$ cat src/hdl/fpm_pkg.sv
// Shared types, constants and character helpers for the fuzzy path match scorer.
// Used by every module in hdl/ except fpm_checker; depends on nothing.
`timescale 1ns / 1ps
package fpm_pkg;

  // Scoring constants
  localparam int HIT_SCORE         = 20;
  localparam int POST_SEP_BONUS    = 4;
  localparam int AFTER_SLASH_BONUS = 6;
  localparam int CAMEL_BONUS       = 2;
  localparam int UPPER_BONUS       = 6;
  localparam int END_PATH_BONUS    = 4;
  localparam int GAP_OPEN_COST     = 16;
  localparam int GAP_EXTEND_COST   = 1;
  localparam int LEAD_BONUS        = 2;
  localparam int SCORE_MAX         = 2047;
  // Upper bound of one cell's match score, used to size score registers
  localparam int CELL_MAX          = 48;

  // Case modes
  localparam logic [1:0] CASE_INSENSITIVE = 2'd0;
  localparam logic [1:0] CASE_SENSITIVE   = 2'd1;
  localparam logic [1:0] CASE_SEMI        = 2'd2;
  localparam logic [1:0] CMP_MODE_RESET   = CASE_SEMI;

  // Register indexes
  localparam logic CFG_CMP_MODE = 1'b0;

  localparam logic [7:0] CH_SLASH = 8'h2F;

  // Command classes produced by the front end
  typedef enum logic [1:0] {
    OP_QUERY,
    OP_STRING,
    OP_SCORE
  } op_t;

  typedef struct packed {
    op_t        op;
    logic [7:0] ch;
    logic       gap_ok;
    logic       lead_gap;
    logic       first;
  } cmd_t;

  typedef struct packed {
    logic        matched;
    logic [11:0] score;
    logic [7:0]  end_pos;
  } result_t;

  // Back-end sequencer states
  typedef enum logic [2:0] {
    B_IDLE,
    B_INIT,
    B_ROW_RD,
    B_ROW_WT,
    B_CELL_RD,
    B_CELL_EX,
    B_DONE
  } bstate_t;

  function automatic logic is_low(input logic [7:0] c);
    return (c >= 8'h61) && (c <= 8'h7A);
  endfunction

  function automatic logic is_up(input logic [7:0] c);
    return (c >= 8'h41) && (c <= 8'h5A);
  endfunction

  function automatic logic [7:0] to_low(input logic [7:0] c);
    return is_up(c) ? (c + 8'd32) : c;
  endfunction

  function automatic logic is_sep(input logic [7:0] c);
    return (c == 8'h2F) || (c == 8'h5F) || (c == 8'h2D) || (c == 8'h2E) ||
           (c == 8'h23) || (c == 8'h5C) || (c == 8'h20);
  endfunction

  function automatic logic chars_match(input logic [7:0] s, input logic [7:0] q,
                                       input logic [1:0] mode);
    logic res;
    if (to_low(s) != to_low(q)) res = 1'b0;
    else if (mode == CASE_INSENSITIVE) res = 1'b1;
    else if (mode == CASE_SENSITIVE) res = (s == q);
    else res = is_low(q) || (s == q);
    return res;
  endfunction

endpackage

$ cat src/hdl/fpm_front.sv
// Front end: takes input transactions, classifies them and queues commands.
// Depends on fpm_pkg.
`timescale 1ns / 1ps
module fpm_front (
  input  logic          clk,
  input  logic          rst,
  input  logic          push,
  output logic          full,
  input  logic          func,
  input  logic [7:0]    ch,
  input  logic          gap_ok,
  input  logic          lead_gap,
  input  logic          first,
  input  logic          last,
  output logic          cmd_valid,
  output fpm_pkg::cmd_t cmd,
  input  logic          cmd_pop
);
  import fpm_pkg::*;

  cmd_t       slot [2];
  logic       wr_ptr;
  logic       rd_ptr;
  logic [1:0] count;
  cmd_t       cmd_in;

  // Classify: last only matters on string characters
  always_comb begin
    cmd_in.op       = (func == 1'b0) ? OP_QUERY : (last ? OP_SCORE : OP_STRING);
    cmd_in.ch       = ch;
    cmd_in.gap_ok   = gap_ok;
    cmd_in.lead_gap = lead_gap;
    cmd_in.first    = first;
  end

  assign full      = (count == 2'd2);
  assign cmd_valid = (count != 2'd0);
  assign cmd       = slot[rd_ptr];

  // Two-entry command queue
  always_ff @(posedge clk) begin
    if (rst) begin
      wr_ptr <= 1'b0;
      rd_ptr <= 1'b0;
      count  <= 2'd0;
    end else begin
      if (push && !full) begin
        wr_ptr <= ~wr_ptr;
      end
      if (cmd_pop && cmd_valid) begin
        rd_ptr <= ~rd_ptr;
      end
      count <= count + {1'b0, push && !full} - {1'b0, cmd_pop && cmd_valid};
    end
  end

  always_ff @(posedge clk) begin
    if (push && !full) begin
      slot[wr_ptr] <= cmd_in;
    end
  end

endmodule

$ cat src/hdl/fpm_resq.sv
// Result queue: two entries between the scoring engine and the result port.
// Depends on fpm_pkg.
`timescale 1ns / 1ps
module fpm_resq (
  input  logic             clk,
  input  logic             rst,
  input  logic             res_push,
  input  fpm_pkg::result_t res_in,
  output logic             res_full,
  output logic             empty,
  input  logic             pop,
  output fpm_pkg::result_t res_out
);
  import fpm_pkg::*;

  result_t    slot [2];
  logic       wr_ptr;
  logic       rd_ptr;
  logic [1:0] count;

  assign res_full = (count == 2'd2);
  assign empty    = (count == 2'd0);
  assign res_out  = slot[rd_ptr];

  always_ff @(posedge clk) begin
    if (rst) begin
      wr_ptr <= 1'b0;
      rd_ptr <= 1'b0;
      count  <= 2'd0;
    end else begin
      if (res_push && !res_full) begin
        wr_ptr <= ~wr_ptr;
      end
      if (pop && !empty) begin
        rd_ptr <= ~rd_ptr;
      end
      count <= count + {1'b0, res_push && !res_full} - {1'b0, pop && !empty};
    end
  end

  always_ff @(posedge clk) begin
    if (res_push && !res_full) begin
      slot[wr_ptr] <= res_in;
    end
  end

endmodule

$ cat src/hdl/fpm_back.sv
// Back end: query and string storage, position bonus and the banded score DP.
// Depends on fpm_pkg.
`timescale 1ns / 1ps
module fpm_back #(
  parameter int MAX_STRING = 256,
  parameter int MAX_QUERY  = 32
) (
  input  logic             clk,
  input  logic             rst,
  input  logic [1:0]       cmp_mode,
  input  logic             cmd_valid,
  input  fpm_pkg::cmd_t    cmd,
  output logic             cmd_pop,
  output logic             res_push,
  output fpm_pkg::result_t res,
  input  logic             res_full
);
  import fpm_pkg::*;

  localparam int QLW = $clog2(MAX_QUERY + 1);
  localparam int SLW = $clog2(MAX_STRING + 1);
  localparam int QAW = (MAX_QUERY > 1) ? $clog2(MAX_QUERY) : 1;
  localparam int SAW = $clog2(MAX_STRING);
  localparam int CW  = ((SLW > QLW) ? SLW : QLW) + 1;
  localparam int SW  = $clog2(MAX_QUERY * CELL_MAX + 1) + 2;

  localparam logic signed [SW-1:0] NEG1 = -1;
  localparam logic signed [SW-1:0] ZERO = '0;
  localparam logic signed [SW-1:0] GP   = SW'(GAP_EXTEND_COST);
  localparam logic signed [SW-1:0] FGP  = SW'(GAP_OPEN_COST);

  bstate_t state, state_next;

  // Memories
  logic [8:0]      qmem [MAX_QUERY];
  logic [7:0]      smem [MAX_STRING];
  logic [2*SW-1:0] rmem [MAX_QUERY+1];
  logic [MAX_QUERY:0] rvld;

  // Loaded lengths and string facts
  logic [QLW-1:0] qlen;
  logic           lead;
  logic [SLW-1:0] slen;
  logic           ls_valid;
  logic [SAW-1:0] ls_idx;

  // DP loop state
  logic [SLW-1:0]        i;
  logic [QLW-1:0]        j;
  logic [QLW-1:0]        jlo;
  logic signed [SW-1:0]  best;
  logic [SLW-1:0]        best_i;
  logic [7:0]            cur_ch;
  logic [7:0]            prev_ch;
  logic [3:0]            bonus;
  logic signed [SW-1:0]  top_m;
  logic signed [SW-1:0]  top_g;

  // Registered memory read data
  logic [8:0]      qrd;
  logic [7:0]      srd;
  logic [2*SW-1:0] rrd;
  logic            rvld_rd;

  // Load path signals
  logic [QLW-1:0] qaddr;
  logic           q_we;
  logic [SLW-1:0] saddr;
  logic           s_we;
  logic           accept;

  // Loop signals
  logic [SLW-1:0] im1;
  logic [QLW-1:0] jm1;
  logic [CW-1:0]  i_c, q_c, n_c, span_c, jhi_c, jlo_c;
  logic [QLW-1:0] r_addr;
  logic           r_re;
  logic [3:0]     bonus_c;
  logic           first_row;

  // Cell signals
  logic signed [SW-1:0] left_m, left_g, g_c, m_c, a1, a2, t_c, ms_c;
  logic                 mt;
  logic [6:0]           msu;
  logic                 gflag;
  logic [7:0]           qch;
  logic signed [31:0]   best32;
  logic [SLW+7:0]       bi_ext;

  assign accept = (state == B_IDLE) && cmd_valid;

  // Load addresses
  always_comb begin
    qaddr = cmd.first ? '0 : qlen;
    saddr = cmd.first ? '0 : slen;
    q_we  = accept && (cmd.op == OP_QUERY) && (qaddr < QLW'(MAX_QUERY));
    s_we  = accept && (cmd.op != OP_QUERY) && (saddr < SLW'(MAX_STRING));
  end

  // Band limits of the current row
  always_comb begin
    im1    = i - 1'b1;
    jm1    = j - 1'b1;
    i_c    = CW'(i);
    q_c    = CW'(qlen);
    n_c    = CW'(slen);
    span_c = n_c - q_c;
    jhi_c  = (q_c < i_c) ? q_c : i_c;
    jlo_c  = (i_c > span_c) ? (i_c - span_c) : CW'(1);
    r_re   = (state == B_ROW_RD) || (state == B_CELL_RD);
    r_addr = (state == B_ROW_RD) ? QLW'(jhi_c) : jm1;
  end

  // Position bonus of the current string character
  always_comb begin
    first_row = (i == SLW'(1));
    bonus_c   = 4'd0;
    if (!first_row && is_low(prev_ch) && is_up(srd)) begin
      bonus_c = bonus_c + 4'(CAMEL_BONUS);
    end
    if (!is_sep(srd) && (first_row || is_sep(prev_ch))) begin
      bonus_c = bonus_c + ((!first_row && (prev_ch == CH_SLASH)) ?
                           4'(AFTER_SLASH_BONUS) : 4'(POST_SEP_BONUS));
    end
    if (ls_valid && (ls_idx != '0) && (im1 > SLW'(ls_idx))) begin
      bonus_c = bonus_c + 4'(END_PATH_BONUS);
    end
  end

  // One DP cell
  always_comb begin
    qch    = qrd[7:0];
    gflag  = qrd[8];
    left_m = (j == QLW'(1)) ? ZERO : (rvld_rd ? signed'(rrd[2*SW-1:SW]) : NEG1);
    left_g = (j == QLW'(1)) ? ZERO : (rvld_rd ? signed'(rrd[SW-1:0]) : NEG1);
    // gap score
    a1  = top_g - GP;
    a2  = top_m - FGP;
    g_c = NEG1;
    if (gflag) begin
      g_c = (a1 > a2) ? a1 : a2;
      if (g_c < NEG1) g_c = NEG1;
      if (((top_g != NEG1) || (top_m != NEG1)) && (g_c == NEG1)) g_c = ZERO;
    end
    // match score
    mt  = chars_match(cur_ch, qch, cmp_mode);
    msu = 7'(HIT_SCORE) + {3'b000, bonus};
    if (is_up(cur_ch) && (qch == cur_ch)) msu = msu + 7'(UPPER_BONUS);
    if ((j == QLW'(1)) && (bonus != 4'd0)) msu = msu + 7'(LEAD_BONUS);
    ms_c = signed'(SW'(msu));
    t_c  = (left_g > left_m) ? left_g : left_m;
    m_c  = NEG1;
    if (mt && ((j > QLW'(1)) || first_row || lead) && (t_c >= ZERO)) begin
      m_c = t_c + ms_c;
    end
  end

  // Next state
  always_comb begin
    state_next = state;
    unique case (state)
      B_IDLE: begin
        if (accept && (cmd.op == OP_SCORE)) state_next = B_INIT;
      end
      B_INIT: begin
        if ((qlen != '0) && (CW'(slen) >= CW'(qlen))) state_next = B_ROW_RD;
        else state_next = B_DONE;
      end
      B_ROW_RD:  state_next = B_ROW_WT;
      B_ROW_WT:  state_next = B_CELL_RD;
      B_CELL_RD: state_next = B_CELL_EX;
      B_CELL_EX: begin
        if (j == jlo) state_next = (i == slen) ? B_DONE : B_ROW_RD;
        else state_next = B_CELL_RD;
      end
      B_DONE: begin
        if (!res_full) state_next = B_IDLE;
      end
      default: state_next = B_IDLE;
    endcase
  end

  // Outputs
  always_comb begin
    cmd_pop  = accept;
    res_push = (state == B_DONE) && !res_full;
    best32   = 32'(best);
    bi_ext   = {8'd0, best_i - 1'b1};
    if (best > NEG1) begin
      res.matched = 1'b1;
      res.score   = (best32 > SCORE_MAX) ? 12'(SCORE_MAX) : best32[11:0];
      res.end_pos = bi_ext[7:0];
    end else begin
      res.matched = 1'b0;
      res.score   = '1;
      res.end_pos = '0;
    end
  end

  always_ff @(posedge clk) begin
    if (rst) state <= B_IDLE;
    else state <= state_next;
  end

  // Control registers
  always_ff @(posedge clk) begin
    if (rst) begin
      qlen     <= '0;
      lead     <= 1'b0;
      slen     <= '0;
      ls_valid <= 1'b0;
      rvld     <= '0;
    end else begin
      if (accept && (cmd.op == OP_QUERY)) begin
        if (cmd.first) begin
          lead <= cmd.lead_gap;
          qlen <= '0;
        end
        if (q_we) qlen <= qaddr + 1'b1;
      end
      if (accept && (cmd.op != OP_QUERY)) begin
        if (cmd.first) begin
          slen     <= '0;
          ls_valid <= 1'b0;
        end
        if (s_we) begin
          slen <= saddr + 1'b1;
          if (cmd.ch == CH_SLASH) ls_valid <= 1'b1;
        end
      end
      if (state == B_INIT) rvld <= '0;
      if (state == B_CELL_EX) rvld[j] <= 1'b1;
    end
  end

  // DP datapath registers
  always_ff @(posedge clk) begin
    if (s_we && (cmd.ch == CH_SLASH)) ls_idx <= saddr[SAW-1:0];
    unique case (state)
      B_INIT: begin
        best    <= NEG1;
        best_i  <= '0;
        i       <= SLW'(1);
        prev_ch <= 8'd0;
      end
      B_ROW_RD: begin
        j   <= QLW'(jhi_c);
        jlo <= QLW'(jlo_c);
      end
      B_ROW_WT: begin
        bonus   <= bonus_c;
        cur_ch  <= srd;
        prev_ch <= srd;
        top_m   <= rvld_rd ? signed'(rrd[2*SW-1:SW]) : NEG1;
        top_g   <= rvld_rd ? signed'(rrd[SW-1:0]) : NEG1;
      end
      B_CELL_EX: begin
        top_m <= left_m;
        top_g <= left_g;
        j     <= jm1;
        if ((j == qlen) && (gflag || (i == slen)) && (m_c >= best)) begin
          best   <= m_c;
          best_i <= i;
        end
        if ((j == jlo) && (i != slen)) i <= i + 1'b1;
      end
      default: begin
      end
    endcase
  end

  // Memories: one write and one registered read each
  always_ff @(posedge clk) begin
    if (q_we) qmem[qaddr[QAW-1:0]] <= {cmd.gap_ok, cmd.ch};
    if (state == B_CELL_RD) qrd <= qmem[jm1[QAW-1:0]];
  end

  always_ff @(posedge clk) begin
    if (s_we) smem[saddr[SAW-1:0]] <= cmd.ch;
    if (state == B_ROW_RD) srd <= smem[im1[SAW-1:0]];
  end

  always_ff @(posedge clk) begin
    if (state == B_CELL_EX) rmem[j] <= {m_c, g_c};
    if (r_re) begin
      rrd     <= rmem[r_addr];
      rvld_rd <= rvld[r_addr];
    end
  end

endmodule

$ cat src/hdl/fuzzy_path_match_scorer.sv
// Fuzzy path match scorer, top level: configuration register and the three parts.
// Depends on fpm_pkg, fpm_front, fpm_back and fpm_resq.
`timescale 1ns / 1ps
// Load a query one character per transaction (func 0), then a candidate string
// (func 1); the string character marked last starts scoring and yields one result
// (matched, score, end_pos). Query and plain string characters are taken by the
// scoring engine while it is idle; a two-entry command queue in front of it absorbs
// bursts. Scoring an n-character string against a q-character query walks the band
// row by row: for each string position the engine fetches the character and forms
// its bonus (B_ROW_RD, B_ROW_WT), then visits each DP cell of the band in a read and
// an execute state (B_CELL_RD, B_CELL_EX), because the score row lives in a
// single-port memory with registered reads. Results wait in a two-entry queue, so the next
// commands are taken while a result is not yet popped. The compare-mode
// register sits at byte 0.
module fuzzy_path_match_scorer #(
  parameter int MAX_STRING = 256,
  parameter int MAX_QUERY  = 32
) (
  input  logic               clk,
  input  logic               rst,
  input  logic               push,
  output logic               full,
  input  logic               func,
  input  logic [7:0]         ch,
  input  logic               gap_ok,
  input  logic               lead_gap,
  input  logic               first,
  input  logic               last,
  output logic               empty,
  input  logic               pop,
  output logic               matched,
  output logic signed [11:0] score,
  output logic [7:0]         end_pos,
  input  logic               psel,
  input  logic               penable,
  input  logic               pwrite,
  input  logic [2:0]         paddr,
  input  logic [31:0]        pwdata,
  output logic [31:0]        prdata,
  output logic               pready
);
  import fpm_pkg::*;

  logic [1:0] cmp_mode_r;
  logic       cfg_sel;
  cmd_t       cmd;
  logic       cmd_valid;
  logic       cmd_pop;
  result_t    res_in;
  result_t    res_out;
  logic       res_push;
  logic       res_full;

  // Configuration port
  assign pready  = 1'b1;
  assign cfg_sel = (paddr[2] == CFG_CMP_MODE);
  assign prdata  = cfg_sel ? {30'd0, cmp_mode_r} : 32'd0;

  always_ff @(posedge clk) begin
    if (rst) begin
      cmp_mode_r <= CMP_MODE_RESET;
    end else if (psel && penable && pwrite && pready && cfg_sel) begin
      cmp_mode_r <= pwdata[1:0];
    end
  end

  fpm_front u_front (
    .clk       (clk),
    .rst       (rst),
    .push      (push),
    .full      (full),
    .func      (func),
    .ch        (ch),
    .gap_ok    (gap_ok),
    .lead_gap  (lead_gap),
    .first     (first),
    .last      (last),
    .cmd_valid (cmd_valid),
    .cmd       (cmd),
    .cmd_pop   (cmd_pop)
  );

  fpm_back #(
    .MAX_STRING (MAX_STRING),
    .MAX_QUERY  (MAX_QUERY)
  ) u_back (
    .clk       (clk),
    .rst       (rst),
    .cmp_mode  (cmp_mode_r),
    .cmd_valid (cmd_valid),
    .cmd       (cmd),
    .cmd_pop   (cmd_pop),
    .res_push  (res_push),
    .res       (res_in),
    .res_full  (res_full)
  );

  fpm_resq u_resq (
    .clk      (clk),
    .rst      (rst),
    .res_push (res_push),
    .res_in   (res_in),
    .res_full (res_full),
    .empty    (empty),
    .pop      (pop),
    .res_out  (res_out)
  );

  assign matched = res_out.matched;
  assign score   = signed'(res_out.score);
  assign end_pos = res_out.end_pos;

endmodule

$ cat config.mk
export PLATFORM = sky130hd
export DESIGN_NAME = fuzzy_path_match_scorer
export DESIGN_NICKNAME = d
export VERILOG_FILES = /design/src/hdl/fpm_pkg.sv /design/src/hdl/fpm_front.sv /design/src/hdl/fpm_resq.sv /design/src/hdl/fpm_back.sv /design/src/hdl/fuzzy_path_match_scorer.sv
export SDC_FILE = /design/constraint.sdc
export NUM_CORES = 2
export LEC_CHECK = 0
export BUFFER_PORTS_ARGS = -buffer_cell sky130_fd_sc_hd__buf_2
export CAP_MARGIN = 5
export CORE_UTILIZATION = 50
export DETAILED_ROUTE_END_ITERATION = 7
export GPL_ROUTABILITY_DRIVEN = 1
export GPL_TIMING_DRIVEN = 0
export PLACE_DENSITY = 0.76
export SLEW_MARGIN = 20
export SYNTH_ARGS = -nofsm -noshare
export SYNTH_HDL_FRONTEND = slang
export SYNTH_SLANG_ARGS = --single-unit
export TNS_END_PERCENT = 100
$ cat constraint.sdc
create_clock -name clk -period 11.42 [get_ports clk]
set_clock_uncertainty 0.15 [all_clocks]
set_input_delay 2.284 -clock clk [delete_from_list [all_inputs] [get_ports clk]]
set_output_delay 2.284 -clock clk [all_outputs]
set_load 0.02 [all_outputs]
==> flow_summary.toml <==
[worst_setup_path]
worstPathArrival_ns = 10.00
required_ns = 11.71
crit_fanout = 21
reg2reg_depth = 35
worst_path_max_delay_cell = "nand2_1"
r2r-start = "u_back.j[1]"
end_kind = "flop"
max_stage_delay_ns = 0.56
startpoint_type = "flop"
worst-r2r-setup-slack_ns = 1.71
regToRegEndpoint = "u_back.best[8]"
critPathKind = "flop to flop"

[clock_tree]
cts_setup_buffers = 0
cts-root-buf = "clkbuf_16"
cts_resized = 0
cts_made_buffers = 343
cts_sinks = 3466
hold_buffers = 0
htree_num_levels = 5
clk_transition_reported_paths_ns = 0.07
tritoncts = "yes"
insertion_delay_ns = 0.92
clock_tree.buffer_depth = 4

[final_layout]
nNetsFinal = 8438
areaGrowthSynthToFinish_pct = 13.6
drive_gt1_frac = 0.208

[global_routing]
grt_usage = 0.273
grt_pass1_vias = 78000
overflow = 0
grt_start_max_net_pins = 128
grt_pass1_wl_mm = 550
grt_antenna_before_repair = 26

[logic_synthesis]
synthCells = 7760
avgSynthCellArea_um2 = 18.0
yosysWarnings = 0
synth_edf_count = 3401
async_flop_share = 0
synth_ff_type = "edfxtp_1"
syn_area_um2 = 140000
synth_seq_cells = 3466
synthDistinctLibCells = 84
ys_seq_area_frac = 0.741

[detailed_routing]
vias_per_cell = 6.49
wl_mm = 387
vias = 79716
drtPass1Iterations = 8
ant_nets = 0
drcViolationCount = 1
wire_per_inst_um = 31.5
drtIter0Drc = 12125

[power]
power_leakage_nw = 51.8
powerDensity_nw_per_um2 = 232
peakVddDrop_v = 0.000141

[worst_hold_path]
hold_path_depth = 2
holdPathEnd = "u_back.rvld[8]"
hold_class = "flop to flop"
min-delay-start = "u_back.rvld[8]"

[sta]
fin_crit_ns = 9.71
slew_viol_final = 0
finalSetupViolCount = 0
rsz0062_at_grt = "no"
max_slew_margin = 0.157
fin_crit_sh = 0.850
final.setup.tns_ns = 0
fin_hold_ws_ns = 0.348
hold_viol = 0
tightest_slew_ns = 1.26
max_freq_mhz = 103

[placement]
port_buffers = 46
dp_hpwl_mm = 248
gp_congestion = 0.964

[floorplan]
row_count = 193
initial_core_util = 0.504
fp.dieH_um = 530
design.die.area_um2 = 281000
core_um2 = 277000
die_w_um = 530
num_io_pins = 111

[run]
drv_cap = 0

[status]
failed_checks = "design-rule violations"
status = "finished, violations left"
-- cells in the mapped netlist (19+ instances only) --
library cell | number | area share
dfxtp_1 | 65 | 0.0093
edfxtp_1 | 3401 | 0.73
nor4_1 | 24 | 0.0011
mux4_2 | 770 | 0.12
buf_4 | 48 | 0.0026
inv_1 | 100 | 0.0027
xnor2_1 | 71 | 0.0045
mux2i_1 | 61 | 0.0044
a211o_1 | 25 | 0.0016
a311oi_1 | 61 | 0.0038
ha_1 | 102 | 0.0091
a211oi_1 | 37 | 0.0020
buf_2 | 168 | 0.0060
xor2_1 | 48 | 0.0030
nor2b_1 | 27 | 0.0012
nor2_1 | 528 | 0.014
and3_1 | 129 | 0.0058
a31oi_1 | 69 | 0.0031
mux2_2 | 40 | 0.0032
nand2_1 | 886 | 0.024
or3_1 | 19 | 0.00085
nor3_1 | 84 | 0.0030
clkbuf_1 | 236 | 0.0063
o21ai_0 | 71 | 0.0025
nand4_1 | 38 | 0.0017
nand3_1 | 294 | 0.011
nand2b_1 | 22 | 0.00099
a21oi_1 | 127 | 0.0046
-- placed cells by master, fill, tap and decap left out, types with 17 or more instances in the layout --
master,count
edfxtp_1,3401
nand2_1,886
mux4_2,770
nor2_1,493
clkbuf_16,352
nand3_1,291
clkbuf_1,272
buf_2,218
and3_1,129
a21oi_1,115
ha_1,102
inv_1,100
nor3_1,84
clkinv_1,84
o21ai_0,71
buf_16,70
xnor2_1,69
a31oi_1,69
dfxtp_1,65
a311oi_1,61
mux2i_1,59
clkinv_2,53
buf_4,51
xor2_1,47
nand4_1,38
a211oi_1,36
mux2_2,32
nor2_4,32
conb_1,31
nor2b_1,27
bufinv_16,27
diode_2,26
a211o_1,25
clkbuf_2,23
nor4_1,20
or3_1,19
nand2b_1,17
-- cells by family after synthesis --
logic type,share of synthesized area
flops,0.741
simple gates,0.0668
mux,0.132
buf+inv,0.0185
compound gates,0.0245
xor+xnor,0.00747
fa+ha+maj,0.00979
other cells,0.0000538
-- registers in the layout, indices dropped and copies added (netlist names), 9 cells and up, named ones only --
| register | count |
|---|---|
| u_back.top_m | 13 |
| u_back.rmem | 858 |
| u_front.slot | 26 |
| u_back.top_g | 13 |
| u_back.slen | 9 |
| u_back.qmem | 288 |
| u_back.smem | 2048 |
| u_back.rvld | 33 |
| u_back.qrd | 9 |
| u_resq.slot | 42 |
| u_back.i | 9 |
| u_back.best | 13 |
| u_back.rrd | 26 |
-- layer usage --
metal  vias up  wire length, µm  global-route usage
li1      31734                -                   -
met1     40432           133000               0.347
met3      1238            50000              0.0789
met2      6296           182000               0.431
met4        16            22000               0.134
met5         -              111                   0
-- cell type report --
class,instances,area [µm²]
Timing Repair Buffer,143,2560
Multi-Input combinational cell,3746,34300
Inverter,105,394
Antenna cell,26,65.1
Clock buffer,420,9150
Buffer,472,2210
Sequential cell,3466,103000
Clock inverter,195,1780
Fill cell,19490,118000
Tap cell,3705,4640
-- where the power goes --
| part | total [W] | switching [W] | internal [W] | leakage [nW] |
|---|---|---|---|---|
| sequential | 0.0153 | 0.000173 | 0.0151 | 32.2 |
| combinational | 0.0104 | 0.00722 | 0.00316 | 14.3 |
| clock | 0.0112 | 0.00486 | 0.00632 | 5.32 |
-- worst max-delay path, delay by kind of cell (launching register included) --
family,cells,cell delay (ns)
fa+ha+maj,4,1.25
buf+inv,6,1.89
simple gates,10,2.48
compound gates,14,2.75
flops,1,0.38
mux,1,0.33
-- through the flow --
step	power [W]	worst slack [ns]	util	instances	instance area, µm²
after global routing	0.0376	1.09	0.572	12255	158000
final	0.0368	1.71	0.572	12278	159000
after detailed placement	0.0254	1.94	0.532	11635	147000
after floorplan	0.0213	3.31	-	7789	140000
after global placement	0.0250	0.0327	0.522	11540	145000
after CTS	0.0364	1.89	0.572	12250	158000
-- worst max-delay path by stage --
stage / from / end / slack (ns) / depth (start not counted)
floorplan: u_back.j[1] / u_back.best[0] / 3.31 / 34
detailed placement: u_back.j[1] / u_back.best[9] / 1.94 / 35
global placement: u_back.j[1] / u_back.best[12] / 0.03 / 34
CTS: u_back.j[1] / u_back.best[8] / 1.89 / 35
finish: u_back.j[1] / u_back.best[8] / 1.71 / 35
global route: u_back.j[1] / u_back.best[6] / 1.09 / 35
(Power assumes the default switching activity.)
